`config.mk`:
```
export PLATFORM = sky130hd
export DESIGN_NAME = parallel_bus_spi_master_bridge
export DESIGN_NICKNAME = d
export VERILOG_FILES = /design/src/spb_pkg.sv /design/src/spb_engine.sv /design/src/parallel_bus_spi_master_bridge.sv
export SDC_FILE = /design/constraint.sdc
export NUM_CORES = 1
export LEC_CHECK = 0
export BUFFER_PORTS_ARGS = -buffer_cell sky130_fd_sc_hd__buf_2
export CORE_ASPECT_RATIO = 1.75
export CORE_MARGIN = 3
export CORE_UTILIZATION = 58
export DETAILED_ROUTE_END_ITERATION = 12
export PLACE_DENSITY = 0.76
export SETUP_SLACK_MARGIN = 0.02
export SYNTH_ARGS = -nofsm -noshare
export SYNTH_HDL_FRONTEND = slang
export SYNTH_HIERARCHICAL = 1
export SYNTH_SLANG_ARGS = --single-unit
```
`constraint.sdc`:
```
create_clock -name clk -period 3.65 [get_ports clk]
set_input_delay 0.5475 -clock clk [delete_from_list [all_inputs] [get_ports clk]]
set_output_delay 0.5475 -clock clk [all_outputs]
set_load 0.01 [all_outputs]
```
`src/spb_pkg.sv`:
```
// ----------------------------------------------------------------------------
// spb_pkg - shared types and constants of the parallel bus to SPI master bridge
// Holds the bus command codes, config byte layout, speed decode and the
// result record that the engine hands to the output stage.
// ----------------------------------------------------------------------------
package spb_pkg;

  // bus command codes; the fourth code acts as a clock tick only
  typedef enum logic [1:0] {
    CMD_READ  = 2'd0,
    CMD_WRITE = 2'd1,
    CMD_TICK  = 2'd2,
    CMD_RSVD  = 2'd3
  } spb_cmd_t;

  // register select
  localparam logic REG_DATA   = 1'b0;
  localparam logic REG_CONFIG = 1'b1;

  // config byte layout
  localparam int CFG_CS_LO  = 0;
  localparam int CFG_CS_HI  = 1;
  localparam int CFG_LSB    = 2;
  localparam int CFG_CPOL   = 3;
  localparam int CFG_CPHA   = 4;
  localparam int CFG_SPD_LO = 5;
  localparam int CFG_SPD_HI = 6;
  localparam int CFG_DBL    = 7;

  localparam int DIV_W  = 7;
  localparam int BITS_W = 4;

  localparam logic [7:0]        DATA_RESET   = 8'hff;
  localparam logic [BITS_W-1:0] BITS_PER_XFR = 4'd8;
  localparam logic [2:0]        SEL_NONE     = 3'b111;

  // half SPI period in system clocks for a speed code and double-speed bit
  function automatic logic [DIV_W-1:0] half_period(input logic [1:0] spd,
                                                   input logic dbl);
    logic [DIV_W-1:0] h;
    case (spd)
      2'd0:    h = 7'd2;
      2'd1:    h = 7'd8;
      2'd2:    h = 7'd32;
      2'd3:    h = 7'd64;
      default: h = 7'd2;
    endcase
    return dbl ? (h >> 1) : h;
  endfunction

  // one result beat
  typedef struct packed {
    logic [7:0] read_data;
    logic       irq;
    logic [2:0] select_n;
    logic       in_use_n;
    logic       sck;
    logic       mosi;
    logic       busy;
  } spb_result_t;

endpackage

```
`src/spb_engine.sv`:
```
// ----------------------------------------------------------------------------
// spb_engine - bridge register file and SPI shift engine
// Holds config, data and shift state; advances it by one system tick per
// accepted beat and forms that beat's result from the updated state.
// ----------------------------------------------------------------------------
module spb_engine (
  input  logic                 clk,
  input  logic                 rst_n,
  input  logic                 step,
  input  logic [1:0]           command,
  input  logic                 reg_select,
  input  logic [7:0]           write_value,
  input  logic                 miso,
  output spb_pkg::spb_result_t result
);

  logic [7:0]                  config_r, config_nxt;
  logic [7:0]                  data_r, data_nxt;
  logic [7:0]                  shift_r, shift_nxt;
  logic [spb_pkg::BITS_W-1:0]  bits_r, bits_nxt;
  logic [spb_pkg::DIV_W-1:0]   div_r, div_nxt;
  logic                        level_r, level_nxt;
  logic                        active_r, active_nxt;

  always_comb begin
    logic [spb_pkg::DIV_W-1:0] half;
    logic [spb_pkg::DIV_W-1:0] div_inc;
    logic                      do_shift;
    logic [1:0]                cs;
    logic [7:0]                rdata;
    logic                      irq;

    config_nxt = config_r;
    data_nxt   = data_r;
    shift_nxt  = shift_r;
    bits_nxt   = bits_r;
    div_nxt    = div_r;
    level_nxt  = level_r;
    active_nxt = active_r;
    rdata      = 8'd0;
    irq        = 1'b0;
    do_shift   = 1'b0;
    half       = spb_pkg::half_period(config_r[spb_pkg::CFG_SPD_HI:spb_pkg::CFG_SPD_LO],
                                      config_r[spb_pkg::CFG_DBL]);
    div_inc    = div_r + 1'b1;

    if (active_r) begin
      if (div_inc < half) begin
        div_nxt = div_inc;
      end else begin
        div_nxt   = '0;
        level_nxt = ~level_r;
        // leading edge samples when CPHA is clear, trailing edge otherwise
        do_shift  = level_nxt ? ~config_r[spb_pkg::CFG_CPHA] : config_r[spb_pkg::CFG_CPHA];
      end
    end

    if (do_shift) begin
      if (config_r[spb_pkg::CFG_LSB]) shift_nxt = {miso, shift_r[7:1]};
      else                            shift_nxt = {shift_r[6:0], miso};
      if (bits_r != '0) bits_nxt = bits_r - 1'b1;
    end

    if (active_r) begin
      // trailing edge after the last bit closes the transfer
      if (div_inc >= half && !level_nxt && bits_nxt == '0) begin
        data_nxt   = shift_nxt;
        active_nxt = 1'b0;
        irq        = 1'b1;
      end
    end else if (command == spb_pkg::CMD_READ) begin
      rdata = (reg_select == spb_pkg::REG_CONFIG) ? config_r : data_r;
      irq   = 1'b1;
    end else if (command == spb_pkg::CMD_WRITE) begin
      if (reg_select == spb_pkg::REG_CONFIG) begin
        config_nxt = write_value;
        irq        = 1'b1;
      end else begin
        shift_nxt  = write_value;
        bits_nxt   = spb_pkg::BITS_PER_XFR;
        div_nxt    = '0;
        level_nxt  = 1'b0;
        active_nxt = 1'b1;
      end
    end

    cs = config_nxt[spb_pkg::CFG_CS_HI:spb_pkg::CFG_CS_LO];
    case (cs)
      2'd0:    result.select_n = spb_pkg::SEL_NONE;
      2'd1:    result.select_n = 3'b110;
      2'd2:    result.select_n = 3'b101;
      2'd3:    result.select_n = 3'b011;
      default: result.select_n = spb_pkg::SEL_NONE;
    endcase
    result.read_data = rdata;
    result.irq       = irq;
    result.in_use_n  = (cs == 2'd0);
    result.sck       = config_nxt[spb_pkg::CFG_CPOL] ^ level_nxt;
    result.mosi      = config_nxt[spb_pkg::CFG_LSB] ? shift_nxt[0] : shift_nxt[7];
    result.busy      = active_nxt;
  end

  always_ff @(posedge clk) begin
    if (!rst_n) begin
      config_r <= '0;
      data_r   <= spb_pkg::DATA_RESET;
      shift_r  <= '0;
      bits_r   <= '0;
      div_r    <= '0;
      level_r  <= 1'b0;
      active_r <= 1'b0;
    end else if (step) begin
      config_r <= config_nxt;
      data_r   <= data_nxt;
      shift_r  <= shift_nxt;
      bits_r   <= bits_nxt;
      div_r    <= div_nxt;
      level_r  <= level_nxt;
      active_r <= active_nxt;
    end
  end

`ifndef ASSERT_OFF
  a_bits_range: assert property (@(posedge clk) disable iff (!rst_n)
    bits_r <= spb_pkg::BITS_PER_XFR)
    else $error("spb_engine: bit count above one byte");

  a_idle_clean: assert property (@(posedge clk) disable iff (!rst_n)
    !active_r |-> (div_r == '0 && !level_r))
    else $error("spb_engine: divider or clock level left over while idle");

  a_end_after_last_bit: assert property (@(posedge clk) disable iff (!rst_n)
    $fell(active_r) |-> ($past(bits_r) <= 4'd1 && !level_r))
    else $error("spb_engine: transfer ended before its last bit");
`endif

endmodule

```
`src/parallel_bus_spi_master_bridge.sv`:
```
// Latency: a beat's result is registered at the edge that accepts it and is
//   offered on the out_ channel from the next cycle.
// Throughput: one beat per cycle; in_ready stays high while the result register
//   is empty or being drained in the same cycle (the result register alone paces it).
// Reset: synchronous, active low; clears config, shift state and the result
//   valid flag, and sets the data register to all ones.
// ----------------------------------------------------------------------------
// parallel_bus_spi_master_bridge - parallel bus to SPI master bridge
// Each accepted beat is one system clock tick carrying an optional bus
// access; the engine updates its state and the result lands in an output
// register that parts the input side from the result side.
// ----------------------------------------------------------------------------
module parallel_bus_spi_master_bridge (
  input  logic       clk,
  input  logic       rst_n,
  // input channel
  input  logic       in_valid,
  output logic       in_ready,
  input  logic [1:0] in_command,
  input  logic       in_reg_select,
  input  logic [7:0] in_write_value,
  input  logic       in_miso,
  // result channel
  output logic       out_valid,
  input  logic       out_ready,
  output logic [7:0] out_read_data,
  output logic       out_irq,
  output logic [2:0] out_select_n,
  output logic       out_in_use_n,
  output logic       out_sck,
  output logic       out_mosi,
  output logic       out_busy_res
);

  logic                 out_valid_r;
  spb_pkg::spb_result_t res_r;
  spb_pkg::spb_result_t res_nxt;
  logic                 accept;

  // take a new beat whenever the result register frees up this cycle
  assign in_ready = !out_valid_r || out_ready;
  assign accept   = in_valid && in_ready;

  spb_engine u_engine (
    .clk         (clk),
    .rst_n       (rst_n),
    .step        (accept),
    .command     (in_command),
    .reg_select  (in_reg_select),
    .write_value (in_write_value),
    .miso        (in_miso),
    .result      (res_nxt)
  );

  // result valid flag: set on accept, drop when drained with nothing new
  always_ff @(posedge clk) begin
    if (!rst_n) begin
      out_valid_r <= 1'b0;
    end else if (in_ready) begin
      out_valid_r <= in_valid;
    end
  end

  // result payload: hold while stalled
  always_ff @(posedge clk) begin
    if (accept) begin
      res_r <= res_nxt;
    end
  end

  assign out_valid     = out_valid_r;
  assign out_read_data = res_r.read_data;
  assign out_irq       = res_r.irq;
  assign out_select_n  = res_r.select_n;
  assign out_in_use_n  = res_r.in_use_n;
  assign out_sck       = res_r.sck;
  assign out_mosi      = res_r.mosi;
  assign out_busy_res  = res_r.busy;

`ifndef ASSERT_OFF
  a_read_needs_irq: assert property (@(posedge clk) disable iff (!rst_n)
    (out_valid_r && out_read_data != 8'd0) |-> out_irq)
    else $error("bridge: read data offered without completion pulse");

  a_select_consistent: assert property (@(posedge clk) disable iff (!rst_n)
    out_valid_r |-> (out_in_use_n == (out_select_n == spb_pkg::SEL_NONE)))
    else $error("bridge: in-use flag disagrees with select lines");
`endif

endmodule

```
==> impl_metrics.ini, run 1 <==
[outcome]
status = finished clean

[grt]
grt_overflow = 0
grt_pass1_vias = 2339
antenna_found_initial = 0
grt_pass1_wl_um = 10700
grt.total_usage_pct = 22.4
grt_max_degree = 29

[final_layout]
area_growth_pct = 8.02
diodes = 0
multi_input_area_um2 = 1640
fillers = 424
seq_area_um2 = 1240
nets = 375
layout-drive-gt1-share_pct = 21.9

[clocking]
cts_resized = 0
cts_tree = built
cts_buffers = 5
clockBufferDepth = 2
cts.sinks = 54
clk_pin_slew_ps = 100
htree_levels = 2
clkLatencyLatePin_ps = 320
cts_root_buf = clkbuf_8
cts_setup_buffers = 0
cts_hold_buffers = 0

[die]
num_rows = 34
die_h_um = 102
fp.dieW_um = 60.7
core_um2 = 5020
start_util_pct = 60.6
io_pins = 34
dieArea_um2 = 6180

[sta]
fin_crit_ps = 3170
worst-slew-pin-transition_ps = 732
hold_violations = 0
rsz0062_at_grt = false
max_freq_mhz = 315
setup_viol = 0
relSlewSlack_pct = 51.1
finalSetupTns_ps = 0
fin_skew_ps = 11.7
fin_ws_ps = 480
slew_viol_final = 0
period_share_pct = 86.9

[yosys]
synth.avg_cell_area_um2 = 9.24
yosysSeqAreaShare_pct = 40.8
synth_area_leaders = dfxtp_1, edfxtp_1, mux2i_1
synthArstFlopShare_pct = 0
synth_top_area_share_pct = 25.0
syn_area_um2 = 3040
synth.most_common_cell = dfxtp_1
yosysUniqueCellTypes = 58
synth_top_area_cell = dfxtp_1
synth_edf_count = 16
netlist_instances = 329
ys_ff_latch = 54
syn_nets = 354
synth_ff_type = dfxtp_1
synth_commonest_cells = dfxtp_1, a21oi_1, nand2_1, nor2_1, mux2i_1
synth_warnings = 6

[power]
p_leak_nw = 1.37
p_per_area_nw_per_um2 = 348
ir_worst_vdd_mv = 0.247

[setup_path]
worst-path-max-fanout = 9
critPathKind = reg2reg
cp.required_ps = 3720
cp-start-kind = flip-flop
end_kind = flip-flop
cp.arrival_ps = 3240

[hold_path]
hp-class = in2reg

[placed_design]
numPortBuffers = 33
pre_cts_slack_ps = 501
place.detailed.hpwl_um = 4580
routabilityCongestion = 0.831

[routing]
wl_per_cell_um = 15.7
vias_per_cell = 6.06
drtIter0Drc = 112
first_pass_iters = 4
drc = 0
ant_nets = 0
vias = 2455
wirelength_um = 6370

[flow_run]
maxCapViolCount = 0
per-stage QoR:
stage          instances  cell area [um2]  power (mW)  util, %  hold slack, ps
6_report             405             3280        1.14     65.4             468
3_3_place_gp         397             3190       0.794     63.5             458
2_1_floorplan        329             3040       0.755        -             435
4_1_cts              405             3280        1.15     65.4             460
5_1_grt              405             3280        1.19     65.4             466
3_5_place_dp         397             3190       0.796     63.5             460
worst paths after layout:
path,from,endpoint,slack [ps],cells past startpoint
worst max register to register,u_engine/div_r[0],out_mosi,480,11
worst max-delay path,u_engine/div_r[0],out_mosi,480,11
worst min register to register,u_engine/data_r[0],u_engine/data_r[0],490,1
worst min-delay path,in_valid,out_valid,470,3
worst max-delay path: stages (launching register included):
cell	delay [ps]
dfxtp_1	420
ha_1	240
nand3_1	170
nor2_1	170
xor2_1	200
ha_1	280
a21oi_1	180
o21ai_2	160
o211ai_2	410
mux2_2	400
mux2i_1	180
mux2i_1	100
sequential cells by signal (all words and copies together) (netlist names):
name / flops
out_read_data: 8
u_engine/config_r: 8
u_engine/data_r: 8
u_engine/shift_r: 8
u_engine/div_r: 7
u_engine/bits_r: 4
out_select_n: 3
out_busy_res: 1
out_in_use_n: 1
out_irq: 1
out_mosi: 1
out_sck: 1
out_valid: 1
u_engine/active_r: 1
u_engine/level_r: 1
final cells by class:
class	count	area share [%]
clock buffers	5	2.10
clock inverters	3	0.876
inverters	11	1.26
multi-input cells	241	50.0
flip-flops and latches	54	37.8
well taps	54	2.06
repair buffers	37	5.94
report_power, final:
part           internal (mW)  switching (mW)  total, mW  leakage [nW]
Sequential             0.639          0.0142      0.654         0.461
Clock                  0.144           0.217      0.361        0.0506
Combinational         0.0529          0.0752      0.128         0.854
cells in the final DEF, fill, tap and decap left out, drive strengths merged, types with 4 or more instances in the layout:
cell type | Yosys | layout
edfxtp | 16 | 16
clkbuf | 14 | 5
nand3b | 5 | 5
mux2i | 20 | 20
buf | 9 | 37
xor2 | 4 | 4
a21oi | 32 | 32
ha | 9 | 9
dfxtp | 38 | 38
o21ai | 19 | 19
nor3b | 4 | 4
nor3 | 4 | 4
and3 | 10 | 10
nand2 | 27 | 27
nor2b | 4 | 4
mux2 | 11 | 11
nor2 | 26 | 26
o21a | 8 | 8
a22oi | 6 | 6
xnor2 | 4 | 4
inv | 11 | 13
nand3 | 15 | 15
cells by family (layout without fill, tap and decap cells):
| logic type | Yosys count | in the layout | synth area share [%] |
|---|---|---|---|
| AOI/OAI and AO/OA | 86 | 86 | 18.4 |
| xor gates and xnor gates | 8 | 8 | 2.30 |
| adders and majority gates | 9 | 9 | 3.70 |
| buffers and inverters | 34 | 56 | 5.18 |
| DFF | 54 | 54 | 40.8 |
| muxes | 31 | 31 | 11.1 |
| and+or+nand+nor | 107 | 107 | 18.6 |
routing by layer:
layer | track usage, % | vias up | share of wire, %
met3 | 3.19 | 12 | 3.9
li1 | - | 1227 | -
met2 | 38.0 | 59 | 52
met4 | 9.02 | 0 | 2.0
met1 | 27.6 | 1157 | 42
met5 | 0 | - | 0
(Power assumes the default switching activity.)
==> inputs of run 2 (changes only) <==
Settings changed: SYNTH_HIERARCHICAL 1 to default.
==> run 2 against run 1 <==
  * Combinational power about the same
  * Register-to-register slack got worse by 260 ps
  * Via count fell by 2.9%
  * Cell area decreased by 0.84%
  * Global-route usage is 0.48 points lower
  * First-iteration DRC count is 5.4% lower
  * Non-clock buffer count grew 4
  * Synthesized cell count shrank 0.91%
  * Core utilization rose by 2.6 points
  * Largest power group unchanged
  * Sequential share of layout area is 0.36 points higher
  * Clock power is 6.4% higher
  * Clock skew down 8.4 ps
==> impl_metrics.ini, run 2 <==
[outcome]
status = finished clean

[sta]
hold_violations = 0
max_freq_mhz = 291
finalSetupTns_ps = 0
setup_viol = 0
fin_skew_ps = 3.35
worst-slew-pin-transition_ps = 713
slew_viol_final = 0
period_share_pct = 94.0
relSlewSlack_pct = 52.4
rsz0062_at_grt = false
fin_crit_ps = 3430
fin_ws_ps = 218

[setup_path]
r2r_start = u_engine.div_r[0]
r2r_slack_ps = 220
cp.arrival_ps = 3510
end_kind = flip-flop
cp-start-kind = flip-flop
cp.required_ps = 3730
timing.rr.end = out_busy_res
crit_path_start = u_engine.div_r[0]
rr_worst_depth = 12
worst-path-max-fanout = 7
critPathKind = reg2reg

[yosys]
synthArstFlopShare_pct = 0
synth_compound_area_share_pct = 20.9
yosys.area_share.adder_pct = 3.83
synth_top_family_by_area = compound AO/OA/AOI/OAI gates
synth_warnings = 0
synth_area_leaders = dfxtp_1, edfxtp_1, mux2i_1
synth_commonest_cells = dfxtp_1, nand2_1, nor2_1, a21oi_1, mux2i_1
syn_nets = 351
synth_top_area_share_pct = 25.9
synth_xor_xnor_area_share_pct = 2.68
yosys.area_share.simple_pct = 18.7
synth.avg_cell_area_um2 = 9.01
syn_area_um2 = 2940
synth_edf_count = 16
synth.most_common_cell = dfxtp_1
ys_ff_latch = 54
yosysUniqueCellTypes = 49
synthMuxAreaShare_pct = 7.24
yosysSeqAreaShare_pct = 42.3
netlist_instances = 326
synth_ff_type = dfxtp_1
synth_top_area_cell = dfxtp_1

[clocking]
clkLatencyLatePin_ps = 310
htree_levels = 2
cts_setup_buffers = 0
cts_buffers = 5
cts.sinks = 54
cts_tree = built
cts_root_buf = clkbuf_8
clockBufferDepth = 2
clk_pin_slew_ps = 100

[power]
p_leak_nw = 1.30
p_per_area_nw_per_um2 = 357
ir_worst_vdd_mv = 0.292
p_switching_uw = 293
comb_power_share_pct = 10.7
seq_power_share_pct = 56.3
switching_share_pct = 25.2
internal_power_uw = 870
pwr-share-clk_pct = 33.0

[placed_design]
routabilityCongestion = 0.807
numPortBuffers = 33
place.detailed.hpwl_um = 4230
pre_cts_slack_ps = 146

[final_layout]
final_common_cell = dfxtp_1
area_growth_pct = 10.9
utilization_pct = 68.0
nets = 378
diodes = 0
final_cell_mix = dfxtp_1, buf_2, nand2_1, nor2_1, a21oi_1
layout-drive-gt1-share_pct = 17.2

[grt]
grt_pass1_wl_um = 10200
use_met1_pct = 27.5
use_met3_pct = 3.60
grt_overflow = 0
antenna_found_initial = 0
grt_pass1_vias = 2231
grt-busiest-layer = met2
grt_max_degree = 47
grt.met2_usage_pct = 36.1
grt.total_usage_pct = 21.9

[routing]
wl_per_cell_um = 14.7
ant_nets = 0
vias_per_cell = 5.87
drc = 0
drtIter0Drc = 106
wirelength_um = 5980
vias = 2385
first_pass_iters = 4

[hold_path]
hold_end = out_valid
hp-class = in2reg
hold_start = in_valid
hold_depth = 3

[die]
core_um2 = 4790
io_pins = 34
dieArea_um2 = 5990
start_util_pct = 61.3
num_rows = 33
fp.dieW_um = 59.8
die_h_um = 100

[flow_run]
maxCapViolCount = 0
==> run 2: repair_timing <==
action	CTS	global route
resized for setup	0	5
setup endpoints to repair	0	10
hold buffers	0	0
==> run 2: cell families after synthesis <==
group | Yosys count
AO/OA/AOI/OAI | 93
AND/OR/NAND/NOR | 110
multiplexers | 21
flip-flops | 54
XOR/XNOR | 9
buffers and inverters | 30
adder cells (fa/ha/maj) | 9
==> run 2: critical path: stages (launching register included) <==
cell and delay, ps:
dfxtp_2 380, ha_1 230, nand3_1 170, nor2_1 170, xor2_1 210, ha_1 300
a21oi_2 160, o21ai_2 110, or4_1 560, a211o_1 350, a2111oi_4 280, buf_2 240
nor2_1 50
==> run 2: how the worst max path moves through the flow <==
stage / slack (ps) / to / cells past startpoint
2_1_floorplan: 510 / u_engine.data_r[0] / 13
3_3_place_gp: 260 / u_engine.data_r[1] / 12
3_5_place_dp: 150 / u_engine.data_r[6] / 12
4_1_cts: 100 / u_engine.data_r[6] / 12
5_1_grt: 9 / u_engine.data_r[2] / 13
6_report: 220 / out_busy_res / 12
==> run 2: metal layers <==
layer,up-vias,routed length [um],part of all wire [%]
li1,1226,-,-
met1,1102,2610,44
met2,48,3050,51
met3,9,206,3.4
met4,0,114,1.9
met5,-,0,0
==> run 2: per-stage QoR <==
stage	total power, mW	cell area [um2]	hold slack, ps	instances
finish	1.16	3260	484	406
global route	1.21	3260	489	406
CTS	1.17	3240	480	405
detailed placement	0.794	3130	486	397
global placement	0.791	3130	476	397
floorplan	0.751	2940	456	326
==> run 2: power groups by stage <==
stage / logic, mW / registers, mW / clock network [mW]
2_1_floorplan: 0.0803 / 0.671 / 0
3_3_place_gp: 0.123 / 0.669 / 0
3_5_place_dp: 0.125 / 0.669 / 0
4_1_cts: 0.126 / 0.655 / 0.387
5_1_grt: 0.140 / 0.658 / 0.414
6_report: 0.125 / 0.655 / 0.384
==> run 2: cell type report <==
type	count	area, um2
clock buffer	7	97.6
tap	52	65.1
fill	402	1530
clock inverter	1	8.76
timing repair buffer	41	223
inverter	9	33.8
sequential	54	1240
multi-input combinational	242	1590
==> inputs of run 3 (changes only) <==
Settings changed: ABC_AREA from default to 1.
==> run 3 against run 2 <==
  * Hold slack got worse by 13 ps
  * Largest power group unchanged
  * Non-clock buffer count is 6 lower
  * Sequential cell count unchanged
==> impl_metrics.ini, run 3 <==
[setup_path]
critPathKind = reg2reg
end_kind = flip-flop
cp.required_ps = 3780
r2r_start = u_engine.div_r[0]
crit_path_start = u_engine.div_r[0]
cp-start-kind = flip-flop
cpMostUsedCell = o21ai_0
cpLargestDelayFamily = compound AO/OA/AOI/OAI gates
worst-path-max-fanout = 18
cp_cell_sequence = ha_1, nand2_1, nor2_1, nand3_1, xnor2_1, ha_1, nand2_1, inv_1, a21oi_2, nand2_4, nand2_4, inv_1, o21ai_0, o21ai_0, o21ai_0
r2r_slack_ps = 620
cp.arrival_ps = 3160
slowest_stage = dfxtp_1
critical_path_buf_inv_count = 2
max_stage_delay_ps = 410

[yosys]
synth_warnings = 0
yosysUniqueCellTypes = 32
netlist_instances = 396
synth_top_area_share_pct = 26.4
synth_compound_area_share_pct = 16.2
synthArstFlopShare_pct = 0
synth_commonest_cells = nand2_1, inv_1, o21ai_0, dfxtp_1, a21oi_1
syn_area_um2 = 2880
syn_nets = 421
yosysSeqAreaShare_pct = 43.1
synthMuxAreaShare_pct = 0
synth_top_family_by_area = simple AND/OR/NAND/NOR gates
synth_top_area_cell = dfxtp_1
yosys.area_share.simple_pct = 26.7
synth_edf_count = 16
synth_ff_type = dfxtp_1
ys_ff_latch = 54
yosys.area_share.adder_pct = 3.91
synth_xor_xnor_area_share_pct = 2.13
synth.most_common_cell = nand2_1
synth_area_leaders = dfxtp_1, edfxtp_1, nand2_1
synth.avg_cell_area_um2 = 7.27

[clocking]
cts_hold_buffers = 0
clockBufferDepth = 2
cts.sinks = 54
clkLatencyLatePin_ps = 310
cts_root_buf = clkbuf_8
cts_buffers = 5
cts_resized = 0
cts_tree = built
htree_levels = 2
clk_pin_slew_ps = 110
cts_setup_buffers = 0

[grt]
grt.total_usage_pct = 23.2
grt_max_degree = 26
grt_pass1_wl_um = 10600
grt_overflow = 0
antenna_found_initial = 0
grt_pass1_vias = 2382

[die]
die_h_um = 99.2
num_rows = 33
io_pins = 34
core_um2 = 4750
fp.dieW_um = 59.2
start_util_pct = 60.6
dieArea_um2 = 5880

[final_layout]
nets = 451
fillers = 415
layout-drive-gt1-share_pct = 12.6
area_growth_pct = 9.91
diodes = 0
final_common_cell = nand2_1
final_cell_mix = nand2_1, inv_1, o21ai_0
fin_cells = 479
utilization_pct = 66.6

[sta]
period_share_pct = 83.0
hold_violations = 0
setup_viol = 0
rsz0062_at_grt = false
fin_skew_ps = 7.61
relSlewSlack_pct = 40.3
fin_crit_ps = 3030
hold_ws_ps = 471
max_freq_mhz = 330
slew_viol_final = 0
finalSetupTns_ps = 0
worst-slew-pin-transition_ps = 893

[routing]
vias = 2578
vias_per_cell = 5.38
wl_per_cell_um = 13.3
drtIter0Drc = 107
ant_nets = 0
wirelength_um = 6360
drc = 0
first_pass_iters = 5

[placed_design]
dp.cells = 471
numPortBuffers = 33
routabilityCongestion = 0.896
place.detailed.hpwl_um = 4810

[power]
ir_worst_vdd_mv = 0.384
p_leak_nw = 1.44
p_per_area_nw_per_um2 = 372

[outcome]
status = finished clean

[hold_path]
hold_start = u_engine.data_r[2]
hp-class = reg2reg

[flow_run]
maxCapViolCount = 0
-- run 3: final timing paths --
path	depth (start not counted)	end
worst max-delay path	15	out_mosi
worst min-delay path	2	u_engine.data_r[2]
worst max register to register	15	out_mosi
worst min register to register	2	u_engine.data_r[2]
-- run 3: report_power, final --
| part | total [mW] | switching [mW] | internal, mW |
|---|---|---|---|
| combinational | 0.152 | 0.102 | 0.0499 |
| clock | 0.359 | 0.215 | 0.144 |
| sequential | 0.664 | 0.0165 | 0.648 |
| total | 1.18 | 0.334 | 0.841 |
-- run 3: cell families (layout without fill, tap and decap cells) --
group	Yosys count	after routing
DFF	54	54
buffers and inverters	58	89
AOI/OAI and AO/OA	86	86
and+or+nand+nor	182	182
xor gates and xnor gates	7	7
adders and majority gates	9	9
-- run 3: per-layer routing --
layer	up-vias	GRT usage, %	share of wire [%]
met5	-	0	0
met4	0	9.25	2.6
met3	12	3.90	3.5
met2	54	41.2	54
met1	1154	26.4	40
li1	1358	-	-
-- run 3: layout make-up --
type / instances / area, um2 / share of cell area (%)
clock inverter: 3 / 28.8 / 0.910
inverter: 46 / 173 / 5.46
timing repair buffer: 35 / 180 / 5.70
clock buffer: 5 / 68.8 / 2.18
multi-input combinational: 284 / 1410 / 44.5
tap: 52 / 65.1 / 2.06
sequential: 54 / 1240 / 39.2
-- run 3: metrics by stage --
step / setup slack (ps) / area [um2] / power [mW]
3_5_place_dp: 589 / 3070 / 0.830
6_report: 622 / 3160 / 1.18
4_1_cts: 583 / 3160 / 1.19
2_1_floorplan: 1020 / 2880 / 0.778
5_1_grt: 271 / 3160 / 1.23
3_3_place_gp: 791 / 3070 / 0.825
-- run 3: worst register-to-register path, stage by stage (launching register included) --
cell	delay (ps)
dfxtp_1	410
ha_1	220
nand2_1	60
nor2_1	140
nand3_1	110
xnor2_1	200
ha_1	280
nand2_1	90
inv_1	50
a21oi_2	200
nand2_4	110
nand2_4	170
inv_1	110
o21ai_0	270
o21ai_0	160
o21ai_0	270
